`config.mk`:
```
export PLATFORM = sky130hd
export DESIGN_NAME = screen_spec_tokenizer_top_flat
export DESIGN_NICKNAME = d
export VERILOG_FILES = /design/src/hdl/sst_pkg.sv /design/src/hdl/sst_in_if.sv /design/src/hdl/sst_out_if.sv /design/src/hdl/sst_core.sv /design/src/hdl/sst_outq.sv /design/src/hdl/screen_spec_tokenizer_top.sv /design/src/flat_wrapper.sv
export SDC_FILE = /design/constraint.sdc
export NUM_CORES = 1
export LEC_CHECK = 0
export ABC_CLOCK_PERIOD_IN_PS = 12700
export BUFFER_PORTS_ARGS = -buffer_cell sky130_fd_sc_hd__clkbuf_2
export CORE_ASPECT_RATIO = 0.75
export CORE_UTILIZATION = 39
export DETAILED_ROUTE_END_ITERATION = 6
export RECOVER_POWER = 50
export SLEW_MARGIN = 5
export SYNTH_ARGS = -nofsm -noshare
export SYNTH_HDL_FRONTEND = slang
export SYNTH_HIERARCHICAL = 1
export SYNTH_SLANG_ARGS = --single-unit
```
`constraint.sdc`:
```
create_clock -name clk -period 12.7 [get_ports clk]
set_input_delay 1.905 -clock clk [delete_from_list [all_inputs] [get_ports clk]]
set_output_delay 1.905 -clock clk [all_outputs]
set_load 0.02 [all_outputs]
```
`src/hdl/sst_pkg.sv`:
```
// Shared types, constants and keyword table for the screen spec tokenizer.
// Used by the channel interfaces, the tokenizer core, the result queue and the top level.
package sst_pkg;

    localparam int unsigned KEYWORD_MAX_LEN = 10;
    localparam int unsigned NAME_LEN_W = $clog2(KEYWORD_MAX_LEN + 2);

    localparam int unsigned CH_W = 8;
    localparam int unsigned KIND_W = 2;
    localparam int unsigned TOKEN_W = 4;
    localparam int unsigned NUM_W = 31;
    localparam int unsigned LINE_W = 16;
    localparam int unsigned ERR_W = 3;
    localparam int unsigned RES_MAX = 3;
    localparam int unsigned RES_CNT_W = 2;

    localparam logic [NUM_W-1:0] NUM_MAX = '1;

    localparam logic [KIND_W-1:0] KIND_TEXT = 2'd0;
    localparam logic [KIND_W-1:0] KIND_TOKEN = 2'd1;
    localparam logic [KIND_W-1:0] KIND_ERROR = 2'd2;

    localparam logic [TOKEN_W-1:0] TOK_SECTION_END = 4'd0;
    localparam logic [TOKEN_W-1:0] TOK_NEWLINE = 4'd1;
    localparam logic [TOKEN_W-1:0] TOK_NUMBER = 4'd2;
    localparam logic [TOKEN_W-1:0] TOK_NAME = 4'd3;
    localparam logic [TOKEN_W-1:0] TOK_STRING = 4'd4;
    localparam logic [TOKEN_W-1:0] TOK_KEYWORD_BASE = 4'd5;

    localparam logic [ERR_W-1:0] ERR_BAD_PERCENT = 3'd0;
    localparam logic [ERR_W-1:0] ERR_STRAY_BACKSLASH = 3'd1;
    localparam logic [ERR_W-1:0] ERR_NEWLINE_IN_STRING = 3'd2;
    localparam logic [ERR_W-1:0] ERR_ILLEGAL_CHAR = 3'd3;
    localparam logic [ERR_W-1:0] ERR_UNEXPECTED_END = 3'd4;

    localparam int unsigned KW_COUNT = 11;
    localparam int unsigned KW_TEXT_BYTES = 10;

    typedef struct packed {
        logic [KIND_W-1:0]  kind;
        logic [TOKEN_W-1:0] token;
        logic [CH_W-1:0]    text_char;
        logic [NUM_W-1:0]   number_value;
        logic [LINE_W-1:0]  line_number;
        logic [ERR_W-1:0]   error_code;
        logic               last;
    } result_t;

    typedef struct packed {
        logic                        valid;
        logic [RES_CNT_W-1:0]        cnt;
        result_t [RES_MAX-1:0]       res;
    } push_t;

    function automatic int unsigned kw_len(input int unsigned k);
        int unsigned len;
        case (k)
            0: len = 8;
            1: len = 8;
            2: len = 4;
            3: len = 7;
            4: len = 4;
            5: len = 5;
            6: len = 4;
            7: len = 6;
            8: len = 10;
            9: len = 2;
            10: len = 4;
            default: len = 0;
        endcase
        return len;
    endfunction

    function automatic logic [CH_W-1:0] kw_byte(input int unsigned k, input int unsigned i);
        logic [8*KW_TEXT_BYTES-1:0] w;
        int unsigned len;
        case (k)
            0: w = "external";
            1: w = "readonly";
            2: w = "long";
            3: w = "default";
            4: w = "skip";
            5: w = "group";
            6: w = "help";
            7: w = "verify";
            8: w = "designator";
            9: w = "do";
            10: w = "done";
            default: w = '0;
        endcase
        len = kw_len(k);
        if (i < len)
        begin
            return w[8*(len-1-i) +: 8];
        end
        return '0;
    endfunction

endpackage

```
`src/hdl/sst_in_if.sv`:
```
// Input channel of the tokenizer: one character or end-of-input mark per transaction.
// Depends on sst_pkg for field widths.
interface sst_in_if;
    logic                       valid;
    logic                       ready;
    logic [sst_pkg::CH_W-1:0]   ch;
    logic                       end_of_input;

    modport source (output valid, output ch, output end_of_input, input ready);
    modport sink (input valid, input ch, input end_of_input, output ready);
endinterface

```
`src/hdl/sst_out_if.sv`:
```
// Output channel of the tokenizer: one text character, token or error per transaction.
// Depends on sst_pkg for field widths.
interface sst_out_if;
    logic                           valid;
    logic                           ready;
    logic [sst_pkg::KIND_W-1:0]     kind;
    logic [sst_pkg::TOKEN_W-1:0]    token;
    logic [sst_pkg::CH_W-1:0]       text_char;
    logic [sst_pkg::NUM_W-1:0]      number_value;
    logic [sst_pkg::LINE_W-1:0]     line_number;
    logic [sst_pkg::ERR_W-1:0]      error_code;
    logic                           last;

    modport source (output valid, output kind, output token, output text_char,
                    output number_value, output line_number, output error_code,
                    output last, input ready);
    modport sink (input valid, input kind, input token, input text_char,
                  input number_value, input line_number, input error_code,
                  input last, output ready);
endinterface

```
`src/hdl/sst_core.sv`:
```
// Tokenizer core: input register, scanner state machine and keyword compare.
// Produces up to three results per character as one bundle; depends on sst_pkg, sst_in_if.
module sst_core
(
    input  logic            clk,
    input  logic            rst_n,
    sst_in_if.sink          chars,
    output sst_pkg::push_t  push,
    input  logic            free
);

    typedef enum logic [3:0]
    {
        M_START  = 4'd0,
        M_NAME   = 4'd1,
        M_NUM    = 4'd2,
        M_STR    = 4'd3,
        M_BSL    = 4'd4,
        M_COMM   = 4'd5,
        M_PCT    = 4'd6,
        M_PCTEND = 4'd7,
        M_HALT   = 4'd8
    } mode_t;

    localparam logic [7:0] CH_NL = 8'h0A;
    localparam logic [7:0] CH_HASH = 8'h23;
    localparam logic [7:0] CH_PERCENT = 8'h25;
    localparam logic [7:0] CH_BACKSLASH = 8'h5C;
    localparam logic [7:0] CH_QUOTE = 8'h22;

    localparam int unsigned LW = sst_pkg::NAME_LEN_W;

    function automatic logic is_digit(input logic [7:0] c);
        return c >= 8'h30 && c <= 8'h39;
    endfunction

    function automatic logic is_alpha(input logic [7:0] c);
        return (c >= 8'h61 && c <= 8'h7A) || (c >= 8'h41 && c <= 8'h5A);
    endfunction

    function automatic logic is_space(input logic [7:0] c);
        return c == 8'h20 || (c >= 8'h09 && c <= 8'h0D);
    endfunction

    function automatic sst_pkg::result_t mk(
        input logic [sst_pkg::KIND_W-1:0]  kind,
        input logic [sst_pkg::TOKEN_W-1:0] tok,
        input logic [sst_pkg::CH_W-1:0]    text,
        input logic [sst_pkg::NUM_W-1:0]   num,
        input logic [sst_pkg::LINE_W-1:0]  line,
        input logic [sst_pkg::ERR_W-1:0]   err
    );
        sst_pkg::result_t r;
        r.kind = kind;
        r.token = tok;
        r.text_char = text;
        r.number_value = num;
        r.line_number = line;
        r.error_code = err;
        r.last = 1'b0;
        return r;
    endfunction

    logic                           in_valid_reg;
    logic [7:0]                     ch_reg;
    logic                           eoi_reg;

    mode_t                          mode_reg, mode_next;
    logic                           esc_reg, esc_next;
    logic [sst_pkg::LINE_W-1:0]     line_reg, line_next;
    logic [sst_pkg::NUM_W-1:0]      accum_reg, accum_next;
    logic [LW-1:0]                  len_reg, len_next;
    logic [7:0]                     store_reg [sst_pkg::KEYWORD_MAX_LEN];

    logic                           store_we;
    logic [LW-1:0]                  store_idx;
    logic [sst_pkg::TOKEN_W-1:0]    name_tok;
    logic [sst_pkg::LINE_W-1:0]     line_inc;
    logic [sst_pkg::NUM_W+3:0]      acc10;
    logic [3:0]                     digit;
    logic                           do_start;
    logic [sst_pkg::RES_CNT_W-1:0]  cnt;
    sst_pkg::result_t [sst_pkg::RES_MAX-1:0] res;
    logic                           fire;

    always_comb
    begin
        logic match;
        name_tok = sst_pkg::TOK_NAME;
        for (int k = sst_pkg::KW_COUNT - 1; k >= 0; k--)
        begin
            match = (len_reg == LW'(sst_pkg::kw_len(k)));
            for (int i = 0; i < sst_pkg::KEYWORD_MAX_LEN; i++)
            begin
                if (i < sst_pkg::kw_len(k) && store_reg[i] != sst_pkg::kw_byte(k, i))
                begin
                    match = 1'b0;
                end
            end
            if (match)
            begin
                name_tok = sst_pkg::TOKEN_W'(sst_pkg::TOK_KEYWORD_BASE + k);
            end
        end
    end

    assign line_inc = (line_reg == '1) ? line_reg : line_reg + 1'b1;
    assign digit = 4'(ch_reg - 8'h30);
    assign acc10 = (sst_pkg::NUM_W+4)'({accum_reg, 3'b000})
                 + (sst_pkg::NUM_W+4)'({accum_reg, 1'b0})
                 + (sst_pkg::NUM_W+4)'(digit);

    always_comb
    begin
        mode_next = mode_reg;
        esc_next = esc_reg;
        line_next = line_reg;
        accum_next = accum_reg;
        len_next = len_reg;
        store_we = 1'b0;
        store_idx = len_reg;
        do_start = 1'b0;
        cnt = '0;
        res = '0;

        if (mode_reg == M_HALT)
        begin
            mode_next = M_HALT;
        end
        else if (eoi_reg)
        begin
            res[cnt] = mk(sst_pkg::KIND_ERROR, '0, '0, '0, line_next,
                          sst_pkg::ERR_UNEXPECTED_END);
            cnt = cnt + 1'b1;
            mode_next = M_HALT;
        end
        else
        begin
            unique case (mode_reg)
                M_STR:
                begin
                    if (esc_reg)
                    begin
                        esc_next = 1'b0;
                        res[cnt] = mk(sst_pkg::KIND_TEXT, '0, ch_reg, '0, line_next, '0);
                        cnt = cnt + 1'b1;
                    end
                    else if (ch_reg == CH_BACKSLASH)
                    begin
                        esc_next = 1'b1;
                        res[cnt] = mk(sst_pkg::KIND_TEXT, '0, ch_reg, '0, line_next, '0);
                        cnt = cnt + 1'b1;
                    end
                    else if (ch_reg == CH_NL || ch_reg == CH_QUOTE)
                    begin
                        if (ch_reg == CH_NL)
                        begin
                            res[cnt] = mk(sst_pkg::KIND_ERROR, '0, '0, '0, line_next,
                                          sst_pkg::ERR_NEWLINE_IN_STRING);
                            cnt = cnt + 1'b1;
                        end
                        res[cnt] = mk(sst_pkg::KIND_TEXT, '0, CH_QUOTE, '0, line_next, '0);
                        cnt = cnt + 1'b1;
                        res[cnt] = mk(sst_pkg::KIND_TOKEN, sst_pkg::TOK_STRING, '0, '0,
                                      line_next, '0);
                        cnt = cnt + 1'b1;
                        mode_next = M_START;
                    end
                    else
                    begin
                        res[cnt] = mk(sst_pkg::KIND_TEXT, '0, ch_reg, '0, line_next, '0);
                        cnt = cnt + 1'b1;
                    end
                end
                M_NAME:
                begin
                    if (is_alpha(ch_reg) || is_digit(ch_reg))
                    begin
                        store_we = (len_reg < LW'(sst_pkg::KEYWORD_MAX_LEN));
                        store_idx = len_reg;
                        if (len_reg <= LW'(sst_pkg::KEYWORD_MAX_LEN))
                        begin
                            len_next = len_reg + 1'b1;
                        end
                        res[cnt] = mk(sst_pkg::KIND_TEXT, '0, ch_reg, '0, line_next, '0);
                        cnt = cnt + 1'b1;
                    end
                    else
                    begin
                        res[cnt] = mk(sst_pkg::KIND_TOKEN, name_tok, '0, '0, line_next, '0);
                        cnt = cnt + 1'b1;
                        mode_next = M_START;
                        do_start = 1'b1;
                    end
                end
                M_NUM:
                begin
                    if (is_digit(ch_reg))
                    begin
                        accum_next = (acc10 > (sst_pkg::NUM_W+4)'(sst_pkg::NUM_MAX))
                                   ? sst_pkg::NUM_MAX : acc10[sst_pkg::NUM_W-1:0];
                    end
                    else
                    begin
                        res[cnt] = mk(sst_pkg::KIND_TOKEN, sst_pkg::TOK_NUMBER, '0, accum_reg,
                                      line_next, '0);
                        cnt = cnt + 1'b1;
                        mode_next = M_START;
                        do_start = 1'b1;
                    end
                end
                M_COMM:
                begin
                    if (ch_reg == CH_NL)
                    begin
                        line_next = line_inc;
                        mode_next = M_START;
                    end
                end
                M_PCT:
                begin
                    if (ch_reg == CH_PERCENT)
                    begin
                        mode_next = M_PCTEND;
                    end
                    else
                    begin
                        res[cnt] = mk(sst_pkg::KIND_ERROR, '0, '0, '0, line_next,
                                      sst_pkg::ERR_BAD_PERCENT);
                        cnt = cnt + 1'b1;
                        mode_next = M_START;
                    end
                end
                M_PCTEND:
                begin
                    if (ch_reg == CH_NL)
                    begin
                        line_next = line_inc;
                        res[cnt] = mk(sst_pkg::KIND_TOKEN, sst_pkg::TOK_SECTION_END, '0, '0,
                                      line_next, '0);
                        cnt = cnt + 1'b1;
                        mode_next = M_HALT;
                    end
                end
                M_BSL:
                begin
                    if (ch_reg == CH_NL)
                    begin
                        line_next = line_inc;
                    end
                    else
                    begin
                        res[cnt] = mk(sst_pkg::KIND_ERROR, '0, '0, '0, line_next,
                                      sst_pkg::ERR_STRAY_BACKSLASH);
                        cnt = cnt + 1'b1;
                    end
                    mode_next = M_START;
                end
                M_START:
                begin
                    do_start = 1'b1;
                end
                default:
                begin
                    mode_next = M_HALT;
                end
            endcase

            if (do_start)
            begin
                if (ch_reg == CH_HASH)
                begin
                    mode_next = M_COMM;
                end
                else if (ch_reg == CH_PERCENT)
                begin
                    mode_next = M_PCT;
                end
                else if (ch_reg == CH_NL)
                begin
                    line_next = line_inc;
                    res[cnt] = mk(sst_pkg::KIND_TOKEN, sst_pkg::TOK_NEWLINE, '0, '0,
                                  line_next, '0);
                    cnt = cnt + 1'b1;
                end
                else if (ch_reg == CH_BACKSLASH)
                begin
                    mode_next = M_BSL;
                end
                else if (ch_reg == CH_QUOTE)
                begin
                    mode_next = M_STR;
                    esc_next = 1'b0;
                    res[cnt] = mk(sst_pkg::KIND_TEXT, '0, CH_QUOTE, '0, line_next, '0);
                    cnt = cnt + 1'b1;
                end
                else if (is_space(ch_reg))
                begin
                    mode_next = M_START;
                end
                else if (is_digit(ch_reg))
                begin
                    mode_next = M_NUM;
                    accum_next = sst_pkg::NUM_W'(digit);
                end
                else if (is_alpha(ch_reg))
                begin
                    mode_next = M_NAME;
                    store_we = 1'b1;
                    store_idx = '0;
                    len_next = LW'(1);
                    res[cnt] = mk(sst_pkg::KIND_TEXT, '0, ch_reg, '0, line_next, '0);
                    cnt = cnt + 1'b1;
                end
                else
                begin
                    res[cnt] = mk(sst_pkg::KIND_ERROR, '0, '0, '0, line_next,
                                  sst_pkg::ERR_ILLEGAL_CHAR);
                    cnt = cnt + 1'b1;
                end
            end
        end

        if (cnt != '0)
        begin
            res[cnt - 1'b1].last = 1'b1;
        end
    end

    assign fire = in_valid_reg && (cnt == '0 || free);
    assign chars.ready = !in_valid_reg || fire;

    assign push.valid = fire && (cnt != '0);
    assign push.cnt = cnt;
    assign push.res = res;

    always_ff @(posedge clk or negedge rst_n)
    begin
        if (!rst_n)
        begin
            in_valid_reg <= 1'b0;
            mode_reg <= M_START;
            esc_reg <= 1'b0;
            line_reg <= sst_pkg::LINE_W'(1);
            accum_reg <= '0;
            len_reg <= '0;
        end
        else
        begin
            if (chars.valid && chars.ready)
            begin
                in_valid_reg <= 1'b1;
            end
            else if (fire)
            begin
                in_valid_reg <= 1'b0;
            end
            if (fire)
            begin
                mode_reg <= mode_next;
                esc_reg <= esc_next;
                line_reg <= line_next;
                accum_reg <= accum_next;
                len_reg <= len_next;
            end
        end
    end

    always_ff @(posedge clk)
    begin
        if (chars.valid && chars.ready)
        begin
            ch_reg <= chars.ch;
            eoi_reg <= chars.end_of_input;
        end
        for (int e = 0; e < sst_pkg::KEYWORD_MAX_LEN; e++)
        begin
            if (fire && store_we && store_idx == LW'(e))
            begin
                store_reg[e] <= ch_reg;
            end
        end
    end

endmodule

```
`src/hdl/sst_outq.sv`:
```
// Result register for one bundle of up to three results, sent one per transaction.
// Depends on sst_pkg and sst_out_if.
module sst_outq
(
    input  logic            clk,
    input  logic            rst_n,
    input  sst_pkg::push_t  push,
    output logic            free,
    sst_out_if.source       results
);

    sst_pkg::result_t [sst_pkg::RES_MAX-1:0] res_reg;
    logic [sst_pkg::RES_CNT_W-1:0]           cnt_reg;
    logic [sst_pkg::RES_CNT_W-1:0]           idx_reg;
    sst_pkg::result_t                        cur;
    logic                                    take;
    logic                                    final_take;

    always_comb
    begin
        case (idx_reg)
            2'd0: cur = res_reg[0];
            2'd1: cur = res_reg[1];
            2'd2: cur = res_reg[2];
            default: cur = res_reg[0];
        endcase
    end

    assign results.valid = (cnt_reg != '0);
    assign take = results.valid && results.ready;
    assign final_take = take && (idx_reg == cnt_reg - 1'b1);
    assign free = (cnt_reg == '0) || final_take;

    assign results.kind = cur.kind;
    assign results.token = cur.token;
    assign results.text_char = cur.text_char;
    assign results.number_value = cur.number_value;
    assign results.line_number = cur.line_number;
    assign results.error_code = cur.error_code;
    assign results.last = cur.last;

    always_ff @(posedge clk or negedge rst_n)
    begin
        if (!rst_n)
        begin
            cnt_reg <= '0;
            idx_reg <= '0;
        end
        else
        begin
            if (push.valid)
            begin
                cnt_reg <= push.cnt;
                idx_reg <= '0;
            end
            else if (final_take)
            begin
                cnt_reg <= '0;
                idx_reg <= '0;
            end
            else if (take)
            begin
                idx_reg <= idx_reg + 1'b1;
            end
        end
    end

    always_ff @(posedge clk)
    begin
        if (push.valid)
        begin
            res_reg <= push.res;
        end
    end

endmodule

```
`src/hdl/screen_spec_tokenizer_top.sv`:
```
// Top level of the screen spec tokenizer: the scanner core and its result register.
// Depends on sst_pkg, sst_in_if, sst_out_if, sst_core and sst_outq.
//
//   Channel   Direction  Transaction
//   chars     in         one character (ch) or the end-of-input mark
//   results   out        one text character, token or error, last marks the final one
//
// A character is registered on acceptance and scanned in the next cycle; its results
// leave one per cycle from the result register while the receiver is ready, so throughput
// is one character per cycle while each yields at most one result, else the next waits.
// A character with no result never waits on the output side.
// Reset clears the scanner state at once; the name buffer needs no clearing.
// After end of input or a section end, characters are still taken but give no result.
module screen_spec_tokenizer_top
(
    input  logic        clk,
    input  logic        rst_n,
    sst_in_if.sink      chars,
    sst_out_if.source   results
);

    sst_pkg::push_t push;
    logic           free;

    sst_core u_core
    (
        .clk   (clk),
        .rst_n (rst_n),
        .chars (chars),
        .push  (push),
        .free  (free)
    );

    sst_outq u_outq
    (
        .clk     (clk),
        .rst_n   (rst_n),
        .push    (push),
        .free    (free),
        .results (results)
    );

endmodule
```
`src/flat_wrapper.sv`:
```
// flat-port wrapper written by rule: the top's interface ports become plain ports
module screen_spec_tokenizer_top_flat 
  (clk, rst_n, chars_valid, chars_ch, chars_end_of_input, chars_ready, results_valid, results_kind, results_token, results_text_char, results_number_value, results_line_number, results_error_code, results_last, results_ready);
  sst_in_if chars_i ();
  sst_out_if results_i ();
  input  logic clk;
  input  logic rst_n;
  input wire logic [$bits(chars_i.valid)-1:0] chars_valid;
  input wire logic [$bits(chars_i.ch)-1:0] chars_ch;
  input wire logic [$bits(chars_i.end_of_input)-1:0] chars_end_of_input;
  output wire logic [$bits(chars_i.ready)-1:0] chars_ready;
  output wire logic [$bits(results_i.valid)-1:0] results_valid;
  output wire logic [$bits(results_i.kind)-1:0] results_kind;
  output wire logic [$bits(results_i.token)-1:0] results_token;
  output wire logic [$bits(results_i.text_char)-1:0] results_text_char;
  output wire logic [$bits(results_i.number_value)-1:0] results_number_value;
  output wire logic [$bits(results_i.line_number)-1:0] results_line_number;
  output wire logic [$bits(results_i.error_code)-1:0] results_error_code;
  output wire logic [$bits(results_i.last)-1:0] results_last;
  input wire logic [$bits(results_i.ready)-1:0] results_ready;
  assign chars_i.valid = chars_valid;
  assign chars_i.ch = chars_ch;
  assign chars_i.end_of_input = chars_end_of_input;
  assign chars_ready = chars_i.ready;
  assign results_valid = results_i.valid;
  assign results_kind = results_i.kind;
  assign results_token = results_i.token;
  assign results_text_char = results_i.text_char;
  assign results_number_value = results_i.number_value;
  assign results_line_number = results_i.line_number;
  assign results_error_code = results_i.error_code;
  assign results_last = results_i.last;
  assign results_i.ready = results_ready;
  screen_spec_tokenizer_top u_core (.clk(clk), .rst_n(rst_n), .chars(chars_i), .results(results_i));
endmodule
```
Word-level counts from Yosys, hierarchy flattened
Memory sizes are Yosys's and may differ from the RTL's.
Cells that the tools add are included.
{"block": "totals", "wordCells": 492, "output_inout_bits": 67, "mem_count": 1, "mem_bits_rw": 80, "register_bits": 265}
{"memory": "u_core.u_core.store_reg", "words": 10, "width": 8, "rd": 10, "rd_clocked_by_memory_dff": 0, "wr": 1, "line": "sst_core.sv:73", "source": "logic [7:0] store_reg [sst_pkg::KEYWORD_MAX_LEN];"}
{"block": "classes", "n_addsub": 11, "n_mux": 296, "reduce_logical": 52, "eq_ne": 80, "order_cmp": 19, "bitwise_logic": 2}
{"operator": "two-way mux 195 bit", "count": 11}
{"operator": "bitwise mux 195 bit", "count": 7}
{"operator": "two-way mux 65 bit", "count": 18}
{"operator": "two-way mux 130 bit", "count": 7}
{"operator": "demux 65 bit (select 2 bit)", "count": 4}
{"operator": "one-hot mux 65 bit (6 select lines)", "count": 1}
{"operator": "!= test 8 x 7 -> 1 bit (second input constant)", "count": 46}
{"operator": "two-way mux 31 bit", "count": 11}
{"operator": "two-way mux 4 bit", "count": 61}
{"operator": "two-way mux 64 bit", "count": 3}
{"operator": "two-way mux 16 bit", "count": 9}
{"operator": "one-hot mux 65 bit (2 select lines)", "count": 1}
{"operator": "two-way mux 1 bit", "count": 124}
{"operator": "two-way mux 8 bit", "count": 9}
{"operator": "OR reduction 8 bit", "count": 9}
{"operator": "two-way mux 2 bit", "count": 26}
{"operator": "== test 4 x 3 -> 1 bit (second input constant)", "count": 12}
{"operator": "adder 34 x 32 -> 35 bit", "count": 1}
{"operator": "adder 35 x 4 -> 35 bit", "count": 1}
{"operator": "greater-than comparator 35 x 31 -> 1 bit (second input constant)", "count": 1}
{"operator": "== test 8 x 6 -> 1 bit (second input constant)", "count": 4}
{"operator": "one-hot mux 4 bit (8 select lines)", "count": 1}
{"operator": "logical AND 1 bit", "count": 24}
{"operator": "== test 4 x 2 -> 1 bit (second input constant)", "count": 5}
{"operator": "35 further kinds", "count": 64}

Logic depth before layout (Yosys ltp)
{"block": "depth", "word_depth": 44, "ltp_mapped": 15, "depth_no_buf": 13}

Cells and area by module
Netlist, hierarchy kept.
{"module": "sst_core", "instances": 1, "cells_per_inst": 1499, "area_each_um2": 12475.7}
{"module": "sst_outq", "instances": 1, "cells_per_inst": 450, "area_each_um2": 7349.5}

Least setup slack after synthesis
No wires, ideal clock.
{"block": "synth_path", "path_type": "register to register", "from": "reg u_core.u_core.ch_reg[2]", "to": "reg u_core/u_outq/cnt_reg[0] (netlist bit)", "period_less_slack_ps": 12468, "path_buffers": 2, "slack_ps": 232, "stages_incl_launch_ff": 13, "arrival_ps": 11959, "cell_sequence": "edfxtp_1 -> clkbuf_1 -> or3b_4 -> or2_0 -> nor2_1 -> and3_1 -> clkbuf_1 -> ha_1 -> o2111ai_1 -> a221oi_4 -> o21ai_0 -> nor2_1 -> o21ai_0"}
{"item": "from (decl)", "line": "sst_core.sv:65", "source": "logic [7:0] ch_reg;"}
{"item": "from (signal assigned)", "line": "sst_core.sv:373", "source": "ch_reg <= chars.ch;"}
{"item": "to (signal assigned)", "line": "sst_outq.sv:53", "source": "cnt_reg <= push.cnt;"}
{"item": "to (decl)", "line": "sst_outq.sv:13", "source": "logic [sst_pkg::RES_CNT_W-1:0] cnt_reg;"}

Worst setup path after layout
{"block": "layout_path", "from": "reg u_core.u_core.ch_reg[1]", "to": "out chars_ready"}
{"block": "layout_between", "elab_chain_cells": 31}
{"item": "== test 8 x 4 -> 1 bit"}
{"item": "two-way mux 1 bit", "line": "sst_core.sv:156, sst_core.sv:236"}
{"item": "two-way mux 2 bit", "line": "sst_core.sv:154", "source": "else if (ch_reg == CH_NL || ch_reg == CH_QUOTE)"}
{"item": "two-way mux 2 bit", "line": "sst_core.sv:148", "source": "else if (ch_reg == CH_BACKSLASH)"}
{"item": "two-way mux 2 bit", "line": "sst_core.sv:142", "source": "if (esc_reg)"}
{"item": "two-way mux 2 bit", "line": "sst_core.sv:139", "source": "unique case (mode_reg)"}
{"item": "two-way mux 2 bit", "line": "sst_core.sv:130", "source": "else if (eoi_reg)"}
{"item": "two-way mux 2 bit", "line": "sst_core.sv:126", "source": "if (mode_reg == M_HALT)"}
{"item": "[... 15 more ...]"}
{"item": "two-way mux 2 bit", "line": "sst_core.sv:271", "source": "if (ch_reg == CH_HASH)"}
{"item": "two-way mux 2 bit (*)", "line": "sst_core.sv:269", "source": "if (do_start)"}
{"item": "two-way mux 2 bit (*)", "line": "sst_core.sv:130"}
{"item": "two-way mux 2 bit (*)", "line": "sst_core.sv:126"}
{"item": "zero test 2 bit (*)", "line": "sst_core.sv:330", "source": "assign fire = in_valid_reg && (cnt == '0 || free);"}
{"item": "logical OR 1 bit (*)", "line": "sst_core.sv:330"}
{"item": "logical AND 1 bit (*)", "line": "sst_core.sv:330"}
{"item": "logical OR 1 bit (*)", "line": "sst_core.sv:331", "source": "assign chars.ready = !in_valid_reg || fire;"}
{"item": "to (decl)", "line": "flat_wrapper.sv:11", "source": "output wire logic [$bits(chars_i.ready)-1:0] chars_ready;"}
Mark *: on every way between the ends. The rest lies on a longest branch, timed or not. The select of a mux whose other input is x is not followed.

==> reports/qor.yml <==
yosys:
  synth_flop_cell: "edfxtp_1"
  synth_edf_count: 284
  ys_types: 91
  synth_area_um2: 19830
  ys_seq_area_share_pct: 50.72
  postSynthCellCount: 1949
  ys_warn_count: 6
  synth_seq_cells: 345
  syn_avg_cell_area_um2: 10.17
  async_flop_share_pct: 17.68
clock_tree:
  cts_hold_buffers: 0
  cts_tree: "yes"
  root_buffer: "clkbuf_16"
  clk_pin_slew_ns: 0.06
  worst_skew_pair.late_latency_ns: 0.58
  clock_sinks: 345
  clockBufferDepth: 3
  post_cts_buffers: 0
  cts_max_level: 2
  cts-resized-gates: 0
  numCtsBuffers: 38
place:
  place_congestion: 0.9192
  dp_cells: 2589
  dp_hpwl_um: 38590
  io_buffers: 79
  post_dp_cell_area_um2: 20460
layout:
  finalNonFillerCells: 2659
  stdcell_area_um2: 21540
  fin_util_pct: 42.91
  fillers: 4759
  nNetsFinal: 2059
  drive_gt1_share_pct: 7.143
  insertedDiodeCount: 0
  synthToLayoutAreaGrowth_pct: 8.646
  largest_register_ffs: 195
global_routing:
  grt_remaining_overflow: 0
  grt_max_degree: 75
  grt_util_all_layers_pct: 21.27
  antenna_found_initial: 1
  grt_pass1_vias: 14650
  grt_pass1_wl_um: 85990
routing:
  avgRoutedWirePerCell_um: 21.02
  drc: 2
  dr_wl_met2_um: 23380
  routed.top_layer: "met4"
  viasPerCell: 5.809
  wirelength_um: 55890
  drt-met1-wl_um: 27370
  vias: 15450
  antenna_left: 0
  met3_length_um: 3793
  drtIter0Drc: 1513
  drtPass1Iterations: 7
worst_setup_path:
  cp.required_ns: 10.80
  worstSetupStartpointType: "register"
  reg2reg_setup_slack_ns: 4.83
  endpoint_kind: "output port"
  crit_type: "reg2out"
  worstPathArrival_ns: 6.35
  cp_max_fo: 24
pwr:
  fin_total_pwr_w: 0.003154
  ir_drop_mv: 0.2266
  p_leak_nw: 7.754
  power_density_nw_per_um2: 146.4
run_status:
  outcome: "complete, but fails checks"
  violations: "design-rule violations, max-capacitance violations, max-slew violations"
floorplanning:
  die_area_um2: 51750
  die_y_um: 197.3
  initial_core_util_pct: 39.50
  num_rows: 71
  ios: 80
  core_um2: 50190
  die_x_um: 262.3
sta:
  setup_tns_ns: 0
  clock_skew_ns: 0.01928
  rsz0062_at_grt: "false"
  clock.fmax_ghz: 0.1211
  maxSlewViolCount: 194
  relSlewSlack_pct: -150.3
  period_share_pct: 65.03
  hold_viol: 0
  worst_slew_pin_slew_ns: 3.754
  setup_viol: 0
  fin_crit_ns: 8.259
worst_hold_path:
  min-delay-path-class: "reg2reg"
flow_run:
  max-cap-violations: 5
-- synth_stat cells (all sizes together) (38+ instances only) --
cell type | n | area (um^2)
a21oi | 120 | 600.6
o21ai | 164 | 824.5
a22oi | 79 | 593.1
ha | 72 | 900.9
nand2 | 193 | 724.4
edfxtp | 284 | 8528
clkbuf | 82 | 307.8
inv | 38 | 142.6
dfrtp | 60 | 1501
nor3 | 51 | 271.5
buf | 110 | 767.0
nor2 | 163 | 611.8
and2 | 52 | 325.3
-- worst max-delay path, stage by stage (launching register included) --
cell and delay (ns):
edfxtp_1 0.32, clkbuf_1 1.04, or3b_1 0.52, nor4_1 1.27, a21oi_1 0.13, nand3_1 0.26, inv_1 0.09, ha_1 0.31
o2111ai_1 0.13, a221oi_1 1.05, nor2_1 0.15, nand2_1 0.26, clkbuf_2 0.22
-- cell usage in the layout, fill, tap and decap left out, types with 36 or more instances in the layout --
cell and instances:
clkbuf_1 62, clkbuf_16 39, clkbuf_2 43, ha_1 70, dfrtp_1 60, conb_1 70, edfxtp_1 284, and2_1 44
nand2_1 193, nor2_1 161, nor3_1 50, a22oi_1 79, nand3_1 36, inv_1 38, a21oi_1 119, o21ai_0 159
-- routing by layer --
layer	vias to the layer above	track usage, %
met2	592	30.82
li1	7221	-
met3	85	3.628
met4	0	6.536
met5	-	0
met1	7548	32.14
-- power breakdown --
group	leakage [nW]	total, W	switching [W]	internal [W]
combinational	3.70	0.000810	0.000598	0.000212
clock	0.594	0.00110	0.000470	0.000630
sequential	3.46	0.00124	0.0000164	0.00123
total	7.75	0.00315	0.00108	0.00207
-- logic make-up after synthesis --
| group | after synthesis | share of synthesized area (%) |
|---|---|---|
| and+or+nand+nor | 685 | 17.53 |
| AOI/OAI and AO/OA | 558 | 18.25 |
| DFF | 345 | 50.72 |
| buffers and inverters | 231 | 6.160 |
| adders and majority gates | 74 | 4.746 |
| xor gates and xnor gates | 42 | 1.893 |
| muxes | 13 | 0.6753 |
| other | 1 | 0.01892 |
-- per-stage QoR --
stage,hold WS (ns),setup slack (ns)
finish,0.5687,4.441
global route,0.5907,4.115
CTS,0.5652,6.379
detailed placement,0.5532,6.894
global placement,0.5333,7.051
floorplan,0.5007,0.2320
-- worst paths after layout --
path                                                    startpoint                                      end  depth (start not counted)
max                              u_core/u_core/ch_reg[1]$_DFFE_PP_                              chars_ready                         12
min                        u_core/u_core/accum_reg[17]$_DFFE_PN0P_  u_core/u_core/accum_reg[17]$_DFFE_PN0P_                          1
max reg2reg                      u_core/u_core/ch_reg[1]$_DFFE_PP_     u_core/u_outq/res_reg[103]$_DFFE_PP_                         13
min reg2reg                u_core/u_core/accum_reg[17]$_DFFE_PN0P_  u_core/u_core/accum_reg[17]$_DFFE_PN0P_                          1
max in group asynchronous                                    rst_n  u_core/u_core/accum_reg[23]$_DFFE_PN0P_                          2
min in group asynchronous                                    rst_n    u_core/u_core/line_reg[5]$_DFFE_PN0P_                          2
-- cell type report --
class,instances,area (um^2),share of cell area [%]
Clock buffer,54,1062,4.932
Clock inverter,16,165.2,0.7668
Multi-Input combinational cell,1442,8790,40.81
Inverter,39,146.4,0.6796
Sequential cell,345,10060,46.69
Tap cell,657,822.0,3.816
Timing Repair Buffer,106,498.0,2.312
Power figures use the tool's default switching activity.
